$ cat src/rtl/scrgb_pkg.sv
// Shared types, constants and elaboration-time tables for the scRGB to sRGB encoder.
// Used by every module of the block; depends on nothing else.
package scrgb_pkg;

	localparam int QDEPTH = 2;
	localparam int QPTR_W = $clog2(QDEPTH);
	localparam int CNT_W = 23;
	localparam int PEAK_W = 15;
	localparam int LUMA_W = 48;
	localparam int LIN_STEPS = 10;

	typedef logic [16:0] q16_t;
	typedef q16_t thr_tab_t [256];
	typedef q16_t lin_tab_t [LIN_STEPS + 1];

	// Rec.709 luminance weights in Q16.
	localparam logic signed [17:0] LUMA_C_RED = 18'sd13933;
	localparam logic signed [17:0] LUMA_C_GREEN = 18'sd46871;
	localparam logic signed [17:0] LUMA_C_BLUE = 18'sd4732;

	// Largest Q16 value that still uses the linear segment of the sRGB curve.
	localparam q16_t LIN_LIMIT = 17'd205;
	localparam q16_t Q16_ONE = 17'h10000;

	// Entry v is the smallest Q16 value x that encodes to at least byte v on the
	// power segment, found exactly: x^5 * 10761^12 >= (40v+541)^12 * 2^80.
	function automatic thr_tab_t srgb_thr_tab();
		thr_tab_t tab;
		logic [255:0] k12;
		logic [255:0] rhs;
		logic [255:0] lhs;
		int v;
		int i;
		int lo;
		int hi;
		int mid;
		k12 = 256'd1;
		for (i = 0; i < 12; i++) k12 = k12 * 256'd10761;
		for (v = 0; v < 256; v++) begin
			rhs = 256'd1;
			for (i = 0; i < 12; i++) rhs = rhs * 256'(40 * v + 541);
			rhs = rhs << 80;
			lo = 0;
			hi = 65536;
			while (lo < hi) begin
				mid = (lo + hi) >> 1;
				lhs = 256'd1;
				for (i = 0; i < 5; i++) lhs = lhs * 256'(mid);
				lhs = lhs * k12;
				if (lhs >= rhs) hi = mid;
				else lo = mid + 1;
			end
			tab[v] = 17'(lo);
		end
		return tab;
	endfunction

	// Entry v is the smallest Q16 value with 32946*x + 327680 >= 655360*v.
	function automatic lin_tab_t srgb_lin_tab();
		lin_tab_t tab;
		int v;
		tab[0] = '0;
		for (v = 1; v <= LIN_STEPS; v++)
			tab[v] = 17'((655360 * v - 327680 + 32945) / 32946);
		return tab;
	endfunction

	localparam thr_tab_t SRGB_THR = srgb_thr_tab();
	localparam lin_tab_t SRGB_LIN = srgb_lin_tab();

	// One classified pixel as it waits between the front and the back.
	typedef struct packed {
		logic signed [15:0] red;
		logic signed [15:0] green;
		logic signed [15:0] blue;
		logic [2:0][14:0] pos;    // index 0 red, 1 green, 2 blue; clamped at zero
		logic [14:0] mpos;
		logic signed [15:0] mx;
		logic neg;
		logic fs;
	} item_t;

	typedef struct packed {
		logic load;
		logic div_step;
		logic srch_step;
	} lane_ctl_t;

endpackage

$ cat src/rtl/scrgb_front.sv
// Input side: takes pixel beats and classifies them for the queue.
// Depends on scrgb_pkg.
module scrgb_front import scrgb_pkg::*; (
	input  logic               pix_valid,
	output logic               pix_ready,
	input  logic signed [15:0] red,
	input  logic signed [15:0] green,
	input  logic signed [15:0] blue,
	input  logic               frame_start,
	input  logic               q_full,
	output logic               push,
	output item_t              push_item
);

	logic signed [15:0] mx_rg;
	logic signed [15:0] mx;
	logic [2:0][14:0] pos;
	logic [14:0] m_rg;

	assign pix_ready = !q_full;
	assign push = pix_valid && !q_full;

	always_comb begin
		mx_rg = (green > red) ? green : red;
		mx = (blue > mx_rg) ? blue : mx_rg;
		pos[0] = red[15] ? 15'd0 : red[14:0];
		pos[1] = green[15] ? 15'd0 : green[14:0];
		pos[2] = blue[15] ? 15'd0 : blue[14:0];
		m_rg = (pos[1] > pos[0]) ? pos[1] : pos[0];
		push_item.red = red;
		push_item.green = green;
		push_item.blue = blue;
		push_item.pos = pos;
		push_item.mpos = (pos[2] > m_rg) ? pos[2] : m_rg;
		push_item.mx = mx;
		push_item.neg = red[15] || green[15] || blue[15];
		push_item.fs = frame_start;
	end

endmodule

$ cat src/rtl/scrgb_fifo.sv
// Short queue of classified pixels between the front and the back.
// Depends on scrgb_pkg.
module scrgb_fifo import scrgb_pkg::*; (
	input  logic  clk,
	input  logic  arst_n,
	input  logic  push,
	input  item_t push_item,
	output logic  full,
	input  logic  pop,
	output logic  head_valid,
	output item_t head_item
);

	item_t mem_q [QDEPTH];
	logic [QPTR_W-1:0] wr_q;
	logic [QPTR_W-1:0] rd_q;
	logic [QPTR_W:0] cnt_q;

	assign full = (cnt_q == (QPTR_W+1)'(QDEPTH));
	assign head_valid = (cnt_q != '0);
	assign head_item = mem_q[rd_q];

	always_ff @(posedge clk) begin
		if (push) mem_q[wr_q] <= push_item;
	end

	always_ff @(posedge clk or negedge arst_n) begin
		if (!arst_n) begin
			wr_q <= '0;
			rd_q <= '0;
			cnt_q <= '0;
		end else begin
			if (push) wr_q <= wr_q + 1'b1;
			if (pop) rd_q <= rd_q + 1'b1;
			if (push && !pop) cnt_q <= cnt_q + 1'b1;
			else if (pop && !push) cnt_q <= cnt_q - 1'b1;
		end
	end

endmodule

$ cat src/rtl/scrgb_lane.sv
// One channel lane: bit-serial Q16 divider followed by a table search for the sRGB byte.
// Depends on scrgb_pkg for the threshold tables.
module scrgb_lane import scrgb_pkg::*; (
	input  logic        clk,
	input  lane_ctl_t   ctl,
	input  logic [14:0] numer,
	input  logic [16:0] divisor,
	input  logic        full,
	output logic [7:0]  code
);

	logic [16:0] div_q;
	logic [16:0] rem_q;
	logic [15:0] quo_q;
	logic        full_q;
	logic [7:0]  lo_q;
	logic [7:0]  hi_q;

	logic [17:0] r2;
	logic [17:0] diff;
	logic        ge;
	logic [7:0]  mid;
	q16_t        x;
	logic        take;
	logic [3:0]  lin_code;

	always_comb begin
		r2 = {rem_q, 1'b0};
		diff = r2 - {1'b0, div_q};
		ge = (r2 >= {1'b0, div_q});
		mid = 8'((9'(lo_q) + 9'(hi_q) + 9'd1) >> 1);
		x = full_q ? Q16_ONE : {1'b0, quo_q};
		take = (SRGB_THR[mid] <= x);
		lin_code = '0;
		for (int i = 1; i <= LIN_STEPS; i++)
			lin_code = lin_code + 4'(x >= SRGB_LIN[i]);
	end

	// The numerator is always below the divisor unless the lane is forced to full
	// scale, so the remainder starts at the numerator and sixteen steps give the Q16 ratio.
	always_ff @(posedge clk) begin
		if (ctl.load) begin
			div_q <= divisor;
			rem_q <= {2'b00, numer};
			quo_q <= '0;
			full_q <= full;
			lo_q <= '0;
			hi_q <= '1;
		end else if (ctl.div_step) begin
			rem_q <= ge ? diff[16:0] : r2[16:0];
			quo_q <= {quo_q[14:0], ge};
		end else if (ctl.srch_step) begin
			if (take) lo_q <= mid;
			else hi_q <= mid - 8'd1;
		end
	end

	always_comb begin
		priority if (full_q) code = 8'd255;
		else if (quo_q == '0) code = 8'd0;
		else if ({1'b0, quo_q} <= LIN_LIMIT) code = {4'd0, lin_code};
		else code = lo_q;
	end

endmodule

$ cat src/rtl/scrgb_back.sv
// Back end: pops classified pixels, runs the six channel lanes, keeps the frame
// statistics and holds the result beat. Depends on scrgb_pkg and scrgb_lane.
module scrgb_back import scrgb_pkg::*; #(
	parameter int MAX_PIXELS = 4194304
) (
	input  logic                     clk,
	input  logic                     arst_n,
	input  logic [16:0]              scale,
	input  logic                     q_valid,
	input  item_t                    q_item,
	output logic                     q_pop,
	output logic                     res_valid,
	input  logic                     res_ready,
	output logic [7:0]               sdr_blue,
	output logic [7:0]               sdr_green,
	output logic [7:0]               sdr_red,
	output logic [7:0]               mapped_blue,
	output logic [7:0]               mapped_green,
	output logic [7:0]               mapped_red,
	output logic [CNT_W-1:0]         negative_pixels,
	output logic [CNT_W-1:0]         bright_pixels,
	output logic [PEAK_W-1:0]        peak_component,
	output logic signed [LUMA_W-1:0] luma_total
);

	localparam logic [CNT_W-1:0] CNT_TOP = (MAX_PIXELS < (2**CNT_W - 1)) ?
		CNT_W'(MAX_PIXELS) : {CNT_W{1'b1}};
	localparam logic signed [LUMA_W-1:0] LUMA_MAX = {1'b0, {(LUMA_W-1){1'b1}}};
	localparam logic signed [LUMA_W-1:0] LUMA_MIN = {1'b1, {(LUMA_W-1){1'b0}}};
	localparam logic [4:0] LAST_STEP = 5'd23;

	typedef enum logic [1:0] {ST_IDLE, ST_RUN, ST_HOLD} state_t;

	state_t state_q;
	logic [4:0] step_q;
	logic [CNT_W-1:0] neg_q;
	logic [CNT_W-1:0] bright_q;
	logic [PEAK_W-1:0] peak_q;
	logic signed [LUMA_W-1:0] acc_q;
	logic signed [33:0] lsum_q;
	logic signed [15:0] red_q;
	logic signed [15:0] green_q;
	logic signed [15:0] blue_q;
	logic res_valid_q;

	logic [16:0] s_eff;
	logic [16:0] map_div;
	lane_ctl_t ctl;
	logic [2:0][7:0] clip_code;
	logic [2:0][7:0] map_code;
	logic out_free;

	logic [CNT_W-1:0] neg_base;
	logic [CNT_W-1:0] bright_base;
	logic [PEAK_W-1:0] peak_base;
	logic signed [15:0] comp;
	logic signed [17:0] coef;
	logic signed [33:0] prod;
	logic signed [33:0] lround;
	logic signed [17:0] lum;
	logic signed [LUMA_W:0] acc_sum;

	assign s_eff = (scale == '0) ? 17'd1 : scale;
	assign map_div = s_eff + {2'b00, q_item.mpos};
	assign q_pop = (state_q == ST_IDLE) && q_valid;
	assign out_free = !res_valid_q || res_ready;

	always_comb begin
		ctl.load = q_pop;
		ctl.div_step = (state_q == ST_RUN) && !step_q[4];
		ctl.srch_step = (state_q == ST_RUN) && step_q[4];
	end

	for (genvar i = 0; i < 3; i++) begin : g_lane
		scrgb_lane u_clip (
			.clk    (clk),
			.ctl    (ctl),
			.numer  (q_item.pos[i]),
			.divisor(s_eff),
			.full   ({2'b00, q_item.pos[i]} >= s_eff),
			.code   (clip_code[i])
		);
		scrgb_lane u_map (
			.clk    (clk),
			.ctl    (ctl),
			.numer  (q_item.pos[i]),
			.divisor(map_div),
			.full   (1'b0),
			.code   (map_code[i])
		);
	end

	always_comb begin
		neg_base = q_item.fs ? '0 : neg_q;
		bright_base = q_item.fs ? '0 : bright_q;
		peak_base = q_item.fs ? '0 : peak_q;
		unique case (step_q[1:0])
			2'd0: begin
				comp = red_q;
				coef = LUMA_C_RED;
			end
			2'd1: begin
				comp = green_q;
				coef = LUMA_C_GREEN;
			end
			default: begin
				comp = blue_q;
				coef = LUMA_C_BLUE;
			end
		endcase
		prod = 34'(comp * coef);
		lround = lsum_q + 34'sd32768;
		lum = 18'(lround >>> 16);
		acc_sum = (LUMA_W+1)'(acc_q) + (LUMA_W+1)'(lum);
	end

	always_ff @(posedge clk or negedge arst_n) begin
		if (!arst_n) begin
			state_q <= ST_IDLE;
			step_q <= '0;
			neg_q <= '0;
			bright_q <= '0;
			peak_q <= '0;
			acc_q <= '0;
			lsum_q <= '0;
			red_q <= '0;
			green_q <= '0;
			blue_q <= '0;
			res_valid_q <= 1'b0;
			sdr_blue <= '0;
			sdr_green <= '0;
			sdr_red <= '0;
			mapped_blue <= '0;
			mapped_green <= '0;
			mapped_red <= '0;
			negative_pixels <= '0;
			bright_pixels <= '0;
			peak_component <= '0;
			luma_total <= '0;
		end else begin
			if (state_q == ST_HOLD && out_free) res_valid_q <= 1'b1;
			else if (res_ready) res_valid_q <= 1'b0;
			unique case (state_q)
				ST_IDLE: begin
					if (q_valid) begin
						state_q <= ST_RUN;
						step_q <= '0;
						red_q <= q_item.red;
						green_q <= q_item.green;
						blue_q <= q_item.blue;
						lsum_q <= '0;
						if (q_item.fs) acc_q <= '0;
						neg_q <= (q_item.neg && neg_base < CNT_TOP) ? neg_base + 1'b1 : neg_base;
						bright_q <= ((18'(q_item.mx) > $signed({1'b0, scale})) &&
							bright_base < CNT_TOP) ? bright_base + 1'b1 : bright_base;
						peak_q <= (!q_item.mx[15] && q_item.mx[14:0] > peak_base) ?
							q_item.mx[14:0] : peak_base;
					end
				end
				ST_RUN: begin
					step_q <= step_q + 5'd1;
					// Luminance is summed over the first three steps and folded in on the fourth.
					if (step_q < 5'd3) lsum_q <= lsum_q + prod;
					else if (step_q == 5'd3) begin
						if (acc_sum[LUMA_W] != acc_sum[LUMA_W-1])
							acc_q <= lum[17] ? LUMA_MIN : LUMA_MAX;
						else
							acc_q <= acc_sum[LUMA_W-1:0];
					end
					if (step_q == LAST_STEP) state_q <= ST_HOLD;
				end
				ST_HOLD: begin
					if (out_free) begin
						state_q <= ST_IDLE;
						sdr_blue <= clip_code[2];
						sdr_green <= clip_code[1];
						sdr_red <= clip_code[0];
						mapped_blue <= map_code[2];
						mapped_green <= map_code[1];
						mapped_red <= map_code[0];
						negative_pixels <= neg_q;
						bright_pixels <= bright_q;
						peak_component <= peak_q;
						luma_total <= acc_q;
					end
				end
				default: state_q <= ST_IDLE;
			endcase
		end
	end

	assign res_valid = res_valid_q;

	a_peak_drop: assert property (@(posedge clk) disable iff (!arst_n)
		(peak_q < $past(peak_q)) |-> ($past(q_pop) && $past(q_item.fs)))
		else $error("peak register fell without a frame start");

	a_neg_step: assert property (@(posedge clk) disable iff (!arst_n)
		(neg_q > $past(neg_q)) |-> (neg_q == $past(neg_q) + 1'b1))
		else $error("negative count advanced by more than one");

	a_cnt_top: assert property (@(posedge clk) disable iff (!arst_n)
		(neg_q <= CNT_TOP) && (bright_q <= CNT_TOP))
		else $error("pixel counter passed its limit");

	a_hold_wait: assert property (@(posedge clk) disable iff (!arst_n)
		(state_q == ST_HOLD && res_valid_q && !res_ready) |=> (state_q == ST_HOLD))
		else $error("result left the lanes while the output beat was still pending");

	a_pop_idle: assert property (@(posedge clk) disable iff (!arst_n)
		q_pop |=> (state_q == ST_RUN && step_q == '0))
		else $error("lane sequence did not restart after a pop");

endmodule

$ cat src/rtl/scrgb_to_srgb_tonemap_stats.sv
// Top level of the scRGB to sRGB encoder with Reinhard tone map and frame statistics.
// Depends on scrgb_pkg, scrgb_front, scrgb_fifo and scrgb_back.
//
// Each pixel beat carries signed Q4.12 linear red, green and blue plus a frame_start
// flag; each result beat carries clipped and tone-mapped sRGB bytes in BGR order and
// the frame statistics as they stand after that pixel. In the back end a pixel is popped,
// then each of the six channel lanes runs its bit-serial divider and then its sRGB
// table search, and the result is handed off from a hold state that waits for the output.
// A two-entry queue lets the input take pixels ahead while the back end works and while
// a finished result waits at the output. sdr_scale is written with sdr_scale_we; a white
// level of zero is treated as one by the dividers, but the bright count uses the raw value.
module scrgb_to_srgb_tonemap_stats import scrgb_pkg::*; #(
	parameter int MAX_PIXELS = 4194304,
	parameter int FRAC_BITS = 12
) (
	input  logic                     clk,
	input  logic                     arst_n,
	input  logic                     sdr_scale_we,
	input  logic [15:0]              sdr_scale_wdata,
	input  logic                     pix_valid,
	output logic                     pix_ready,
	input  logic signed [15:0]       red,
	input  logic signed [15:0]       green,
	input  logic signed [15:0]       blue,
	input  logic                     frame_start,
	output logic                     res_valid,
	input  logic                     res_ready,
	output logic [7:0]               sdr_blue,
	output logic [7:0]               sdr_green,
	output logic [7:0]               sdr_red,
	output logic [7:0]               mapped_blue,
	output logic [7:0]               mapped_green,
	output logic [7:0]               mapped_red,
	output logic [CNT_W-1:0]         negative_pixels,
	output logic [CNT_W-1:0]         bright_pixels,
	output logic [PEAK_W-1:0]        peak_component,
	output logic signed [LUMA_W-1:0] luma_total
);

	logic [16:0] scale_q;
	logic q_full;
	logic push;
	item_t push_item;
	logic q_pop;
	logic q_valid;
	item_t q_item;

	// The reset white level can reach 2^16 at the widest fraction setting.
	always_ff @(posedge clk or negedge arst_n) begin
		if (!arst_n) scale_q <= 17'(1 << FRAC_BITS);
		else if (sdr_scale_we) scale_q <= {1'b0, sdr_scale_wdata};
	end

	scrgb_front u_front (
		.pix_valid  (pix_valid),
		.pix_ready  (pix_ready),
		.red        (red),
		.green      (green),
		.blue       (blue),
		.frame_start(frame_start),
		.q_full     (q_full),
		.push       (push),
		.push_item  (push_item)
	);

	scrgb_fifo u_fifo (
		.clk       (clk),
		.arst_n    (arst_n),
		.push      (push),
		.push_item (push_item),
		.full      (q_full),
		.pop       (q_pop),
		.head_valid(q_valid),
		.head_item (q_item)
	);

	scrgb_back #(
		.MAX_PIXELS(MAX_PIXELS)
	) u_back (
		.clk            (clk),
		.arst_n         (arst_n),
		.scale          (scale_q),
		.q_valid        (q_valid),
		.q_item         (q_item),
		.q_pop          (q_pop),
		.res_valid      (res_valid),
		.res_ready      (res_ready),
		.sdr_blue       (sdr_blue),
		.sdr_green      (sdr_green),
		.sdr_red        (sdr_red),
		.mapped_blue    (mapped_blue),
		.mapped_green   (mapped_green),
		.mapped_red     (mapped_red),
		.negative_pixels(negative_pixels),
		.bright_pixels  (bright_pixels),
		.peak_component (peak_component),
		.luma_total     (luma_total)
	);

endmodule

$ cat config.mk
export PLATFORM = sky130hd
export DESIGN_NAME = scrgb_to_srgb_tonemap_stats
export DESIGN_NICKNAME = d
export VERILOG_FILES = /design/src/rtl/scrgb_pkg.sv /design/src/rtl/scrgb_front.sv /design/src/rtl/scrgb_fifo.sv /design/src/rtl/scrgb_lane.sv /design/src/rtl/scrgb_back.sv /design/src/rtl/scrgb_to_srgb_tonemap_stats.sv
export SDC_FILE = /design/constraint.sdc
export NUM_CORES = 2
export LEC_CHECK = 0
export BUFFER_PORTS_ARGS = -buffer_cell sky130_fd_sc_hd__buf_2
export CORE_ASPECT_RATIO = 0.6
export CORE_MARGIN = 2
export CORE_UTILIZATION = 35
export DETAILED_ROUTE_END_ITERATION = 8
export PLACE_DENSITY_LB_ADDON = 0.05
export SYNTH_ARGS = -nofsm -noshare
export SYNTH_HDL_FRONTEND = slang
export SYNTH_HIERARCHICAL = 1
export SYNTH_SLANG_ARGS = --single-unit
$ cat constraint.sdc
create_clock -name clk -period 14.8 [get_ports clk]
set_input_delay 0 -clock clk [delete_from_list [all_inputs] [get_ports clk]]
set_output_delay 0 -clock clk [all_outputs]
set_load 0.005 [all_outputs]
Yosys cells after proc, flatten, opt, wreduce, memory -nomap -nowiden
Memory sizes are Yosys's and may differ from the RTL's.
Cells that the tools add are included.
- memories kept: 7
- flip-flop bits (word level): 707
- input port bits: 70
- output and inout bits: 159
- bits in writable memories: 252
- ROM bits: 26112
- logic and storage cells: 417
- magnitude comparators: 96
- reduce and logical (&&, ||, !) cells: 51
- eq/ne operators: 14
- multiply operators: 1
- add/subtract/negate cells: 89
- bitwise operators: 13
- muxes and demuxes: 86
- memories (memory ; words ; bits a word ; rd ports ; clocked after memory_dff ; wr ports ; RTL line ; source):
    (no name shown) ; 256 ; 17 ; 1 ; 0 ; 0 ; scrgb_lane.sv:33 ; take = (SRGB_THR[mid] <= x);
    (no name shown) ; 256 ; 17 ; 1 ; 0 ; 0 ; scrgb_lane.sv:33 ;
    (no name shown) ; 256 ; 17 ; 1 ; 0 ; 0 ; scrgb_lane.sv:33 ;
    (no name shown) ; 256 ; 17 ; 1 ; 0 ; 0 ; scrgb_lane.sv:33 ;
    (no name shown) ; 256 ; 17 ; 1 ; 0 ; 0 ; scrgb_lane.sv:33 ;
    (no name shown) ; 256 ; 17 ; 1 ; 0 ; 0 ; scrgb_lane.sv:33 ;
    1 more memories ; - ; - ; - ; - ; - ; - ;
- operator list (operator ; number):
    2-to-1 mux 17 bit ; 21
    2-to-1 mux 48 bit ; 6
    2-to-1 mux 15 bit ; 19
    greater-or-equal comparator 17 x 8 -> 1 bit (second input constant) ; 12
    greater-or-equal comparator 16 x 8 -> 1 bit (second input constant) ; 12
    greater-or-equal comparator 17 x 7 -> 1 bit (second input constant) ; 9
    adder 4 x 1 -> 4 bit ; 36
    greater-or-equal comparator 16 x 7 -> 1 bit (second input constant) ; 9
    2-to-1 mux 8 bit ; 15
    greater-or-equal comparator 18 x 17 -> 1 bit ; 6
    subtractor 17 bit ; 6
    <= comparator 16 x 8 -> 1 bit (second input constant) ; 6
    zero test 16 bit ; 6
    case mux 48 bit (2 select lines) ; 1
    2-to-1 mux 23 bit ; 4
    2-to-1 mux 34 bit ; 2
    case mux 34 bit (2 select lines) ; 1
    case mux 16 bit (2 select lines) ; 2
    adder 8 x 8 -> 9 bit ; 6
    adder 9 x 1 -> 9 bit (second input constant) ; 6
    greater-or-equal comparator 9 bit (second input constant) ; 6
    inverter 8 -> 9 bit ; 6
    greater-or-equal comparator 15 x 17 -> 1 bit ; 3
    greater-or-equal comparator 17 x 4 -> 1 bit (second input constant) ; 3
    49 further kinds ; 147

Depth between registers and ports, before layout
- depth after elaboration: 14
- gate-level depth with buffers: 42
- mapped depth without buffers: 40

Cells and area by module
The synthesis kept the hierarchy.
- modules (own cells, without submodules) (module ; instances ; area each (um^2) ; cells each ; seq. area each (um^2)):
    scrgb_back ; 1 ; 28767.6 ; 3034 ; 8908.5
    scrgb_lane (u_back.g_lane[1].u_clip ...) ; 3 ; 9208.8 ; 1277 ; 1671.6
    scrgb_lane (u_back.g_lane[0].u_clip) ; 1 ; 9650.5 ; 1291 ; 1671.6
    scrgb_fifo ; 1 ; 9389.0 ; 408 ; 7667.4
    scrgb_lane (u_back.g_lane[0].u_map) ; 1 ; 9265.1 ; 1277 ; 1671.6
    scrgb_lane (u_back.g_lane[2].u_map) ; 1 ; 9173.8 ; 1254 ; 1671.6
    scrgb_front ; 1 ; 4001.3 ; 582 ; 0.0
    scrgb_to_srgb_tonemap_stats ; 1 ; 654.4 ; 35 ; 401.6

Worst setup path after synthesis
OpenSTA, ideal clock, no wires.
- path kind: register -> register
- start point: reg u_back.step_q[1]
- end point: reg u_back.lsum_q[31]
- path slack: 5779 ps
- clock period less this slack: 9021 ps
- arrival time: 8897 ps
- data required time: 14676 ps
- cell stages (with the launch flop): 41
- buffers on the path: 3
- library setup time: 124 ps
- path through: dfrtp_1 -> inv_1 -> ha_1 -> clkbuf_1 -> buf_1 -> a22o_1 -> a21oi_1 -> inv_1 -> nand2_1 -> fa_1 -> fa_1 -> inv_1 -> fa_1 -> inv_1 -> fa_1 -> inv_1 -> fa_1 -> inv_1 -> [... 5 more ...] -> or2_2 -> a21oi_1 -> o21ai_0 -> a41oi_1 -> a21oi_1 -> a21o_1 -> a21oi_1 -> xnor2_1 -> ha_1 -> clkbuf_1 -> a21o_1 -> nand2b_1 -> nor3_1 -> nor3_1 -> a31o_2 -> a21oi_1 -> nor4b_1 -> a211o_1
- cells in the longest elaborated chain, start to end: 6
- elaborated cells between the ends (all ways): 11
- classes of those cells: add/sub (1); mul (1); order compare (1); eq/ne (2); mux (4); reduce/logical (2)
- RTL lines (item ; RTL line ; source):
    from (decl) ; scrgb_back.sv:35 ; logic [4:0] step_q;
    from (signal assigned) ; scrgb_back.sv:161 ; step_q <= step_q + 5'd1;
    == test 2 x 1 -> 1 bit / zero test 2 bit (equally long branches) ; scrgb_back.sv:97 ; unique case (step_q[1:0])
    case mux 16 bit (2 select lines) ; scrgb_back.sv:97 ;
    multiplier 16 x 17 -> 33 bit ; scrgb_back.sv:111 ; prod = 34'(comp * coef);
    adder 34 bit ; scrgb_back.sv:163 ; if (step_q < 5'd3) lsum_q <= lsum_q + prod;
    2-to-1 mux 34 bit ; scrgb_back.sv:163 ;
    case mux 34 bit (2 select lines) ; scrgb_back.sv:143 ; unique case (state_q)
    to (signal assigned) ; scrgb_back.sv:163 ;
    to (decl) ; scrgb_back.sv:40 ; logic signed [33:0] lsum_q;
Parallel ways exist; a longest one is shown, timed or not. The select of a mux whose other input is x is not followed.
A chain may end at the register's enable or synchronous reset.

Worst setup path after layout
Ends and elaborated chain as after synthesis.

==> flow_metrics.env <==
export IMPL_cts_max_level=3
export IMPL_clk_latency_ns=0.83
export IMPL_wl_per_cell_um=29.47
export IMPL_period_needed_ns=10.84
export IMPL_dr_pass1_iters=8
export IMPL_finalSetupViolCount=0
export IMPL_fillerInstances=28610
export IMPL_met3_usage=0.09623
export IMPL_routabilityCongestion=0.9819
export IMPL_io_buffers=228
export IMPL_preCtsSetupSlack_ns=4.177
export IMPL_die_h_um=415.0
export IMPL_antenna_found_initial=48
export IMPL_placeableCoreArea_um2=279300
export IMPL_worst_slack_ns=3.964
export IMPL_cts_root_to_sink_buffers=3
export IMPL_critical_path_top_delay_family="adder cells"
export IMPL_worstReg2RegStart="u_back/step_q[1]$_DFFE_PN0P_"
export IMPL_synth_cell_types=133
export IMPL_period_share=0.7322
export IMPL_path_depth=38
export IMPL_dp_final_hpwl_um=330900
export IMPL_finish_utilization=0.3843
export IMPL_drc=0
export IMPL_root_buffer="clkbuf_16"
export IMPL_register_area_um2=27010
export IMPL_avgSynthCellArea_um2=8.413
export IMPL_hold_violations=0
export IMPL_fmax_mhz=92.28
export IMPL_critical_path_arrival_ns=11.56
export IMPL_cts_tree="built"
export IMPL_vias=96220
export IMPL_min_path_type="in -> reg"
export IMPL_rsz0062_at_grt="false"
export IMPL_ant_nets=0
export IMPL_cts_hold_buf=108
export IMPL_grt_busiest_layer="met1"
export IMPL_rows=150
export IMPL_ys_async_sr_fraction=0.3650
export IMPL_viasPerCell=6.283
export IMPL_drive_gt1_frac=0.1091
export IMPL_initial_core_util=0.3528
export IMPL_syn_cell_area_um2=98530
export IMPL_reg2reg_slack_ns=3.96
export IMPL_finalSetupTns_ns=0
export IMPL_fp_dieW_um=689.0
export IMPL_nNetsFinal=12510
export IMPL_grtUsageTotal=0.3027
export IMPL_synth_edf_count=450
export IMPL_cts_resized=0
export IMPL_synthToLayoutAreaGrowth_pct=8.917
export IMPL_grt_max_degree=137
export IMPL_relSlewSlack=0.009684
export IMPL_status="finished with violations"
export IMPL_ios=229
export IMPL_post_cts_setup_buffers=0
export IMPL_whs_ns=0.06280
export IMPL_ys_ff_latch=1030
export IMPL_crit_path_frequent_cell="inv_1"
export IMPL_synth_warnings=6
export IMPL_wl_um=451300
export IMPL_critPathCaptureType="flip-flop"
export IMPL_critPathBufInv=8
export IMPL_netlist_instances=11710
export IMPL_multi_input_area_um2=64790
export IMPL_synth_flop_cell="edfxtp_1"
export IMPL_use_met1=0.5117
export IMPL_whs_path_depth=2
export IMPL_path_max_fanout=18
export IMPL_required_ns=15.52
export IMPL_critPathLaunchType="flip-flop"
export IMPL_numClockSinks=1030
export IMPL_tightest_slew_ns=1.470
export IMPL_path_clk_slew_ns=0.07
export IMPL_grt_pass1_vias=88920
export IMPL_cts_buffers=113
export IMPL_seq_area_frac_synth=0.2741
export IMPL_fin_skew_ns=0.1120
export IMPL_die_area_um2=285900
export IMPL_slowest_delay_ns=0.63
export IMPL_dr_first_iter_drc_count=13280
export IMPL_r2r_cells=38
export IMPL_slew_viol_final=0
export IMPL_grt_overflow=0
export IMPL_cpMaxStageDelayCell="ha_1"
export IMPL_critPathKind="reg -> reg"
export IMPL_reg2reg_to="u_back/lsum_q[31]$_DFFE_PN0P_"
export IMPL_grt_pass1_wl_um=650600
export IMPL_hold_path_startpoint="blue[8]"
export IMPL_use_met2=0.3544
export IMPL_hold_end="u_fifo/mem_q[1][86]$_DFFE_PP_"
export IMPL_violations="max-capacitance violations"
export IMPL_cap_violations=1
[how the worst max path moves through the flow]
stage | start | endpoint | slack, ns
4_1_cts | u_back/step_q[1]$_DFFE_PN0P_ | u_back/lsum_q[31]$_DFFE_PN0P_ | 4.06
6_report | u_back/step_q[1]$_DFFE_PN0P_ | u_back/lsum_q[31]$_DFFE_PN0P_ | 3.96
5_1_grt | u_back/step_q[1]$_DFFE_PN0P_ | u_back/lsum_q[31]$_DFFE_PN0P_ | 3.35
3_5_place_dp | u_back/step_q[1]$_DFFE_PN0P_ | u_back/lsum_q[31]$_DFFE_PN0P_ | 4.18
3_3_place_gp | u_back/step_q[1]$_DFFE_PN0P_ | u_back/lsum_q[31]$_DFFE_PN0P_ | 4.21
2_1_floorplan | u_back/step_q[1]$_DFFE_PN0P_ | u_back/lsum_q[31]$_DFFE_PN0P_ | 5.78
[logic make-up after synthesis]
family                   synth area share
flip-flops                         0.2741
AND/OR/NAND/NOR                    0.1708
AO/OA/AOI/OAI                      0.2462
XOR/XNOR                          0.03222
multiplexers                      0.06756
adder cells (fa/ha/maj)            0.1364
other                          0.00007622
buffers and inverters             0.07260
[worst register-to-register path: cells and delay by family, from the launching register on]
kind                     cells  cell delay (ns)
flip-flops                   1             0.43
adder cells (fa/ha/maj)      9             4.40
XOR/XNOR                     1             0.14
AO/OA/AOI/OAI               11             2.86
buffers and inverters        8             0.74
AND/OR/NAND/NOR              9             2.16
[registers in the layout, indices dropped and copies added (netlist names), 23 cells and up]
signal / count
u_back/acc_q: 48
u_back/bright_pixels: 23
u_back/bright_q: 23
u_back/g_lane.u_clip/div_q: 51
u_back/g_lane.u_clip/hi_q: 24
u_back/g_lane.u_clip/lo_q: 24
u_back/g_lane.u_clip/quo_q: 48
u_back/g_lane.u_clip/rem_q: 51
u_back/g_lane.u_map/div_q: 51
u_back/g_lane.u_map/hi_q: 24
u_back/g_lane.u_map/lo_q: 24
u_back/g_lane.u_map/quo_q: 48
u_back/g_lane.u_map/rem_q: 51
u_back/lsum_q: 34
u_back/luma_total: 48
u_back/neg_q: 23
u_back/negative_pixels: 23
u_fifo/mem_q: 252
[layer usage]
layer,up-vias,wire length [um]
li1,42670,-
met1,47710,233500
met2,5305,155900
met3,514,54900
met4,24,6714
met5,-,255
[per-stage QoR]
stage,std cells,area (um2)
final,15320,107300
after global routing,15310,107300
after CTS,15310,107300
after detailed placement,14990,102200
after global placement,14990,102200
after floorplan,11720,98550
[Yosys cell counts, types with 52 or more instances]
master | instances | area (um2)
a211o_1 | 52 | 455.4
a211oi_1 | 192 | 1441
a21o_1 | 157 | 1179
a21oi_1 | 833 | 4169
a221oi_1 | 101 | 884.6
a311oi_1 | 117 | 1025
a31oi_1 | 186 | 1164
and2_1 | 57 | 356.6
and3_1 | 74 | 462.9
buf_1 | 55 | 206.5
buf_2 | 282 | 1411
buf_4 | 89 | 668.1
clkbuf_1 | 478 | 1794
dfrtp_1 | 375 | 9384
dfxtp_1 | 204 | 4084
edfxtp_1 | 450 | 13510
fa_1 | 198 | 3964
ha_1 | 754 | 9434
inv_1 | 698 | 2620
mux2_2 | 298 | 3356
mux2i_1 | 266 | 2663
nand2_1 | 1202 | 4512
nand2b_1 | 141 | 882.1
nand3_1 | 363 | 1817
nand4_1 | 102 | 638.1
nor2_1 | 936 | 3513
nor2b_1 | 131 | 819.5
nor3_1 | 231 | 1156
nor3b_1 | 65 | 488.0
nor4_1 | 82 | 513.0
o2111ai_1 | 56 | 490.5
o211ai_1 | 216 | 1622
o21a_1 | 102 | 765.7
o21ai_0 | 589 | 2948
o221ai_1 | 62 | 543.0
o22ai_1 | 82 | 513.0
o311ai_0 | 78 | 683.2
o31ai_1 | 85 | 638.1
xnor2_1 | 183 | 1603
xor2_1 | 125 | 1095
[cells in the final DEF, fill, tap and decap left out, types with 80 or more instances in the layout]
cell type	Yosys	final
clkbuf_16	0	113
nor3_1	231	229
edfxtp_1	450	450
nand4_1	102	102
mux2_2	298	298
a311oi_1	117	117
o211ai_1	216	216
inv_1	698	696
a31oi_1	186	186
o21ai_0	589	586
buf_2	282	227
a21oi_1	833	833
o22ai_1	82	81
nand2b_1	141	141
dfxtp_1	204	204
a21o_1	157	157
a211oi_1	192	188
o31ai_1	85	85
xor2_1	125	122
nor2_1	936	933
fa_1	198	196
dlygate4sd3_1	0	107
mux2i_1	266	266
nand3_1	363	362
o21a_1	102	102
buf_4	89	247
dfrtp_1	375	374
ha_1	754	754
nor4_1	82	80
nor2b_1	131	127
nand2_1	1202	1196
xnor2_1	183	181
a221oi_1	101	101
[cell type report]
class	count	area share
timing repair buffer	587	0.03899
tap	3724	0.04342
multi-input combinational	9035	0.6038
clock buffer	147	0.02894
antenna	7	0.0001632
inverter	717	0.02515
clock inverter	68	0.007893
sequential	1030	0.2517
Power is left out: the tool's default activity adds up to more than one toggle a clock period on the data nets, which glitch-free logic cannot reach.
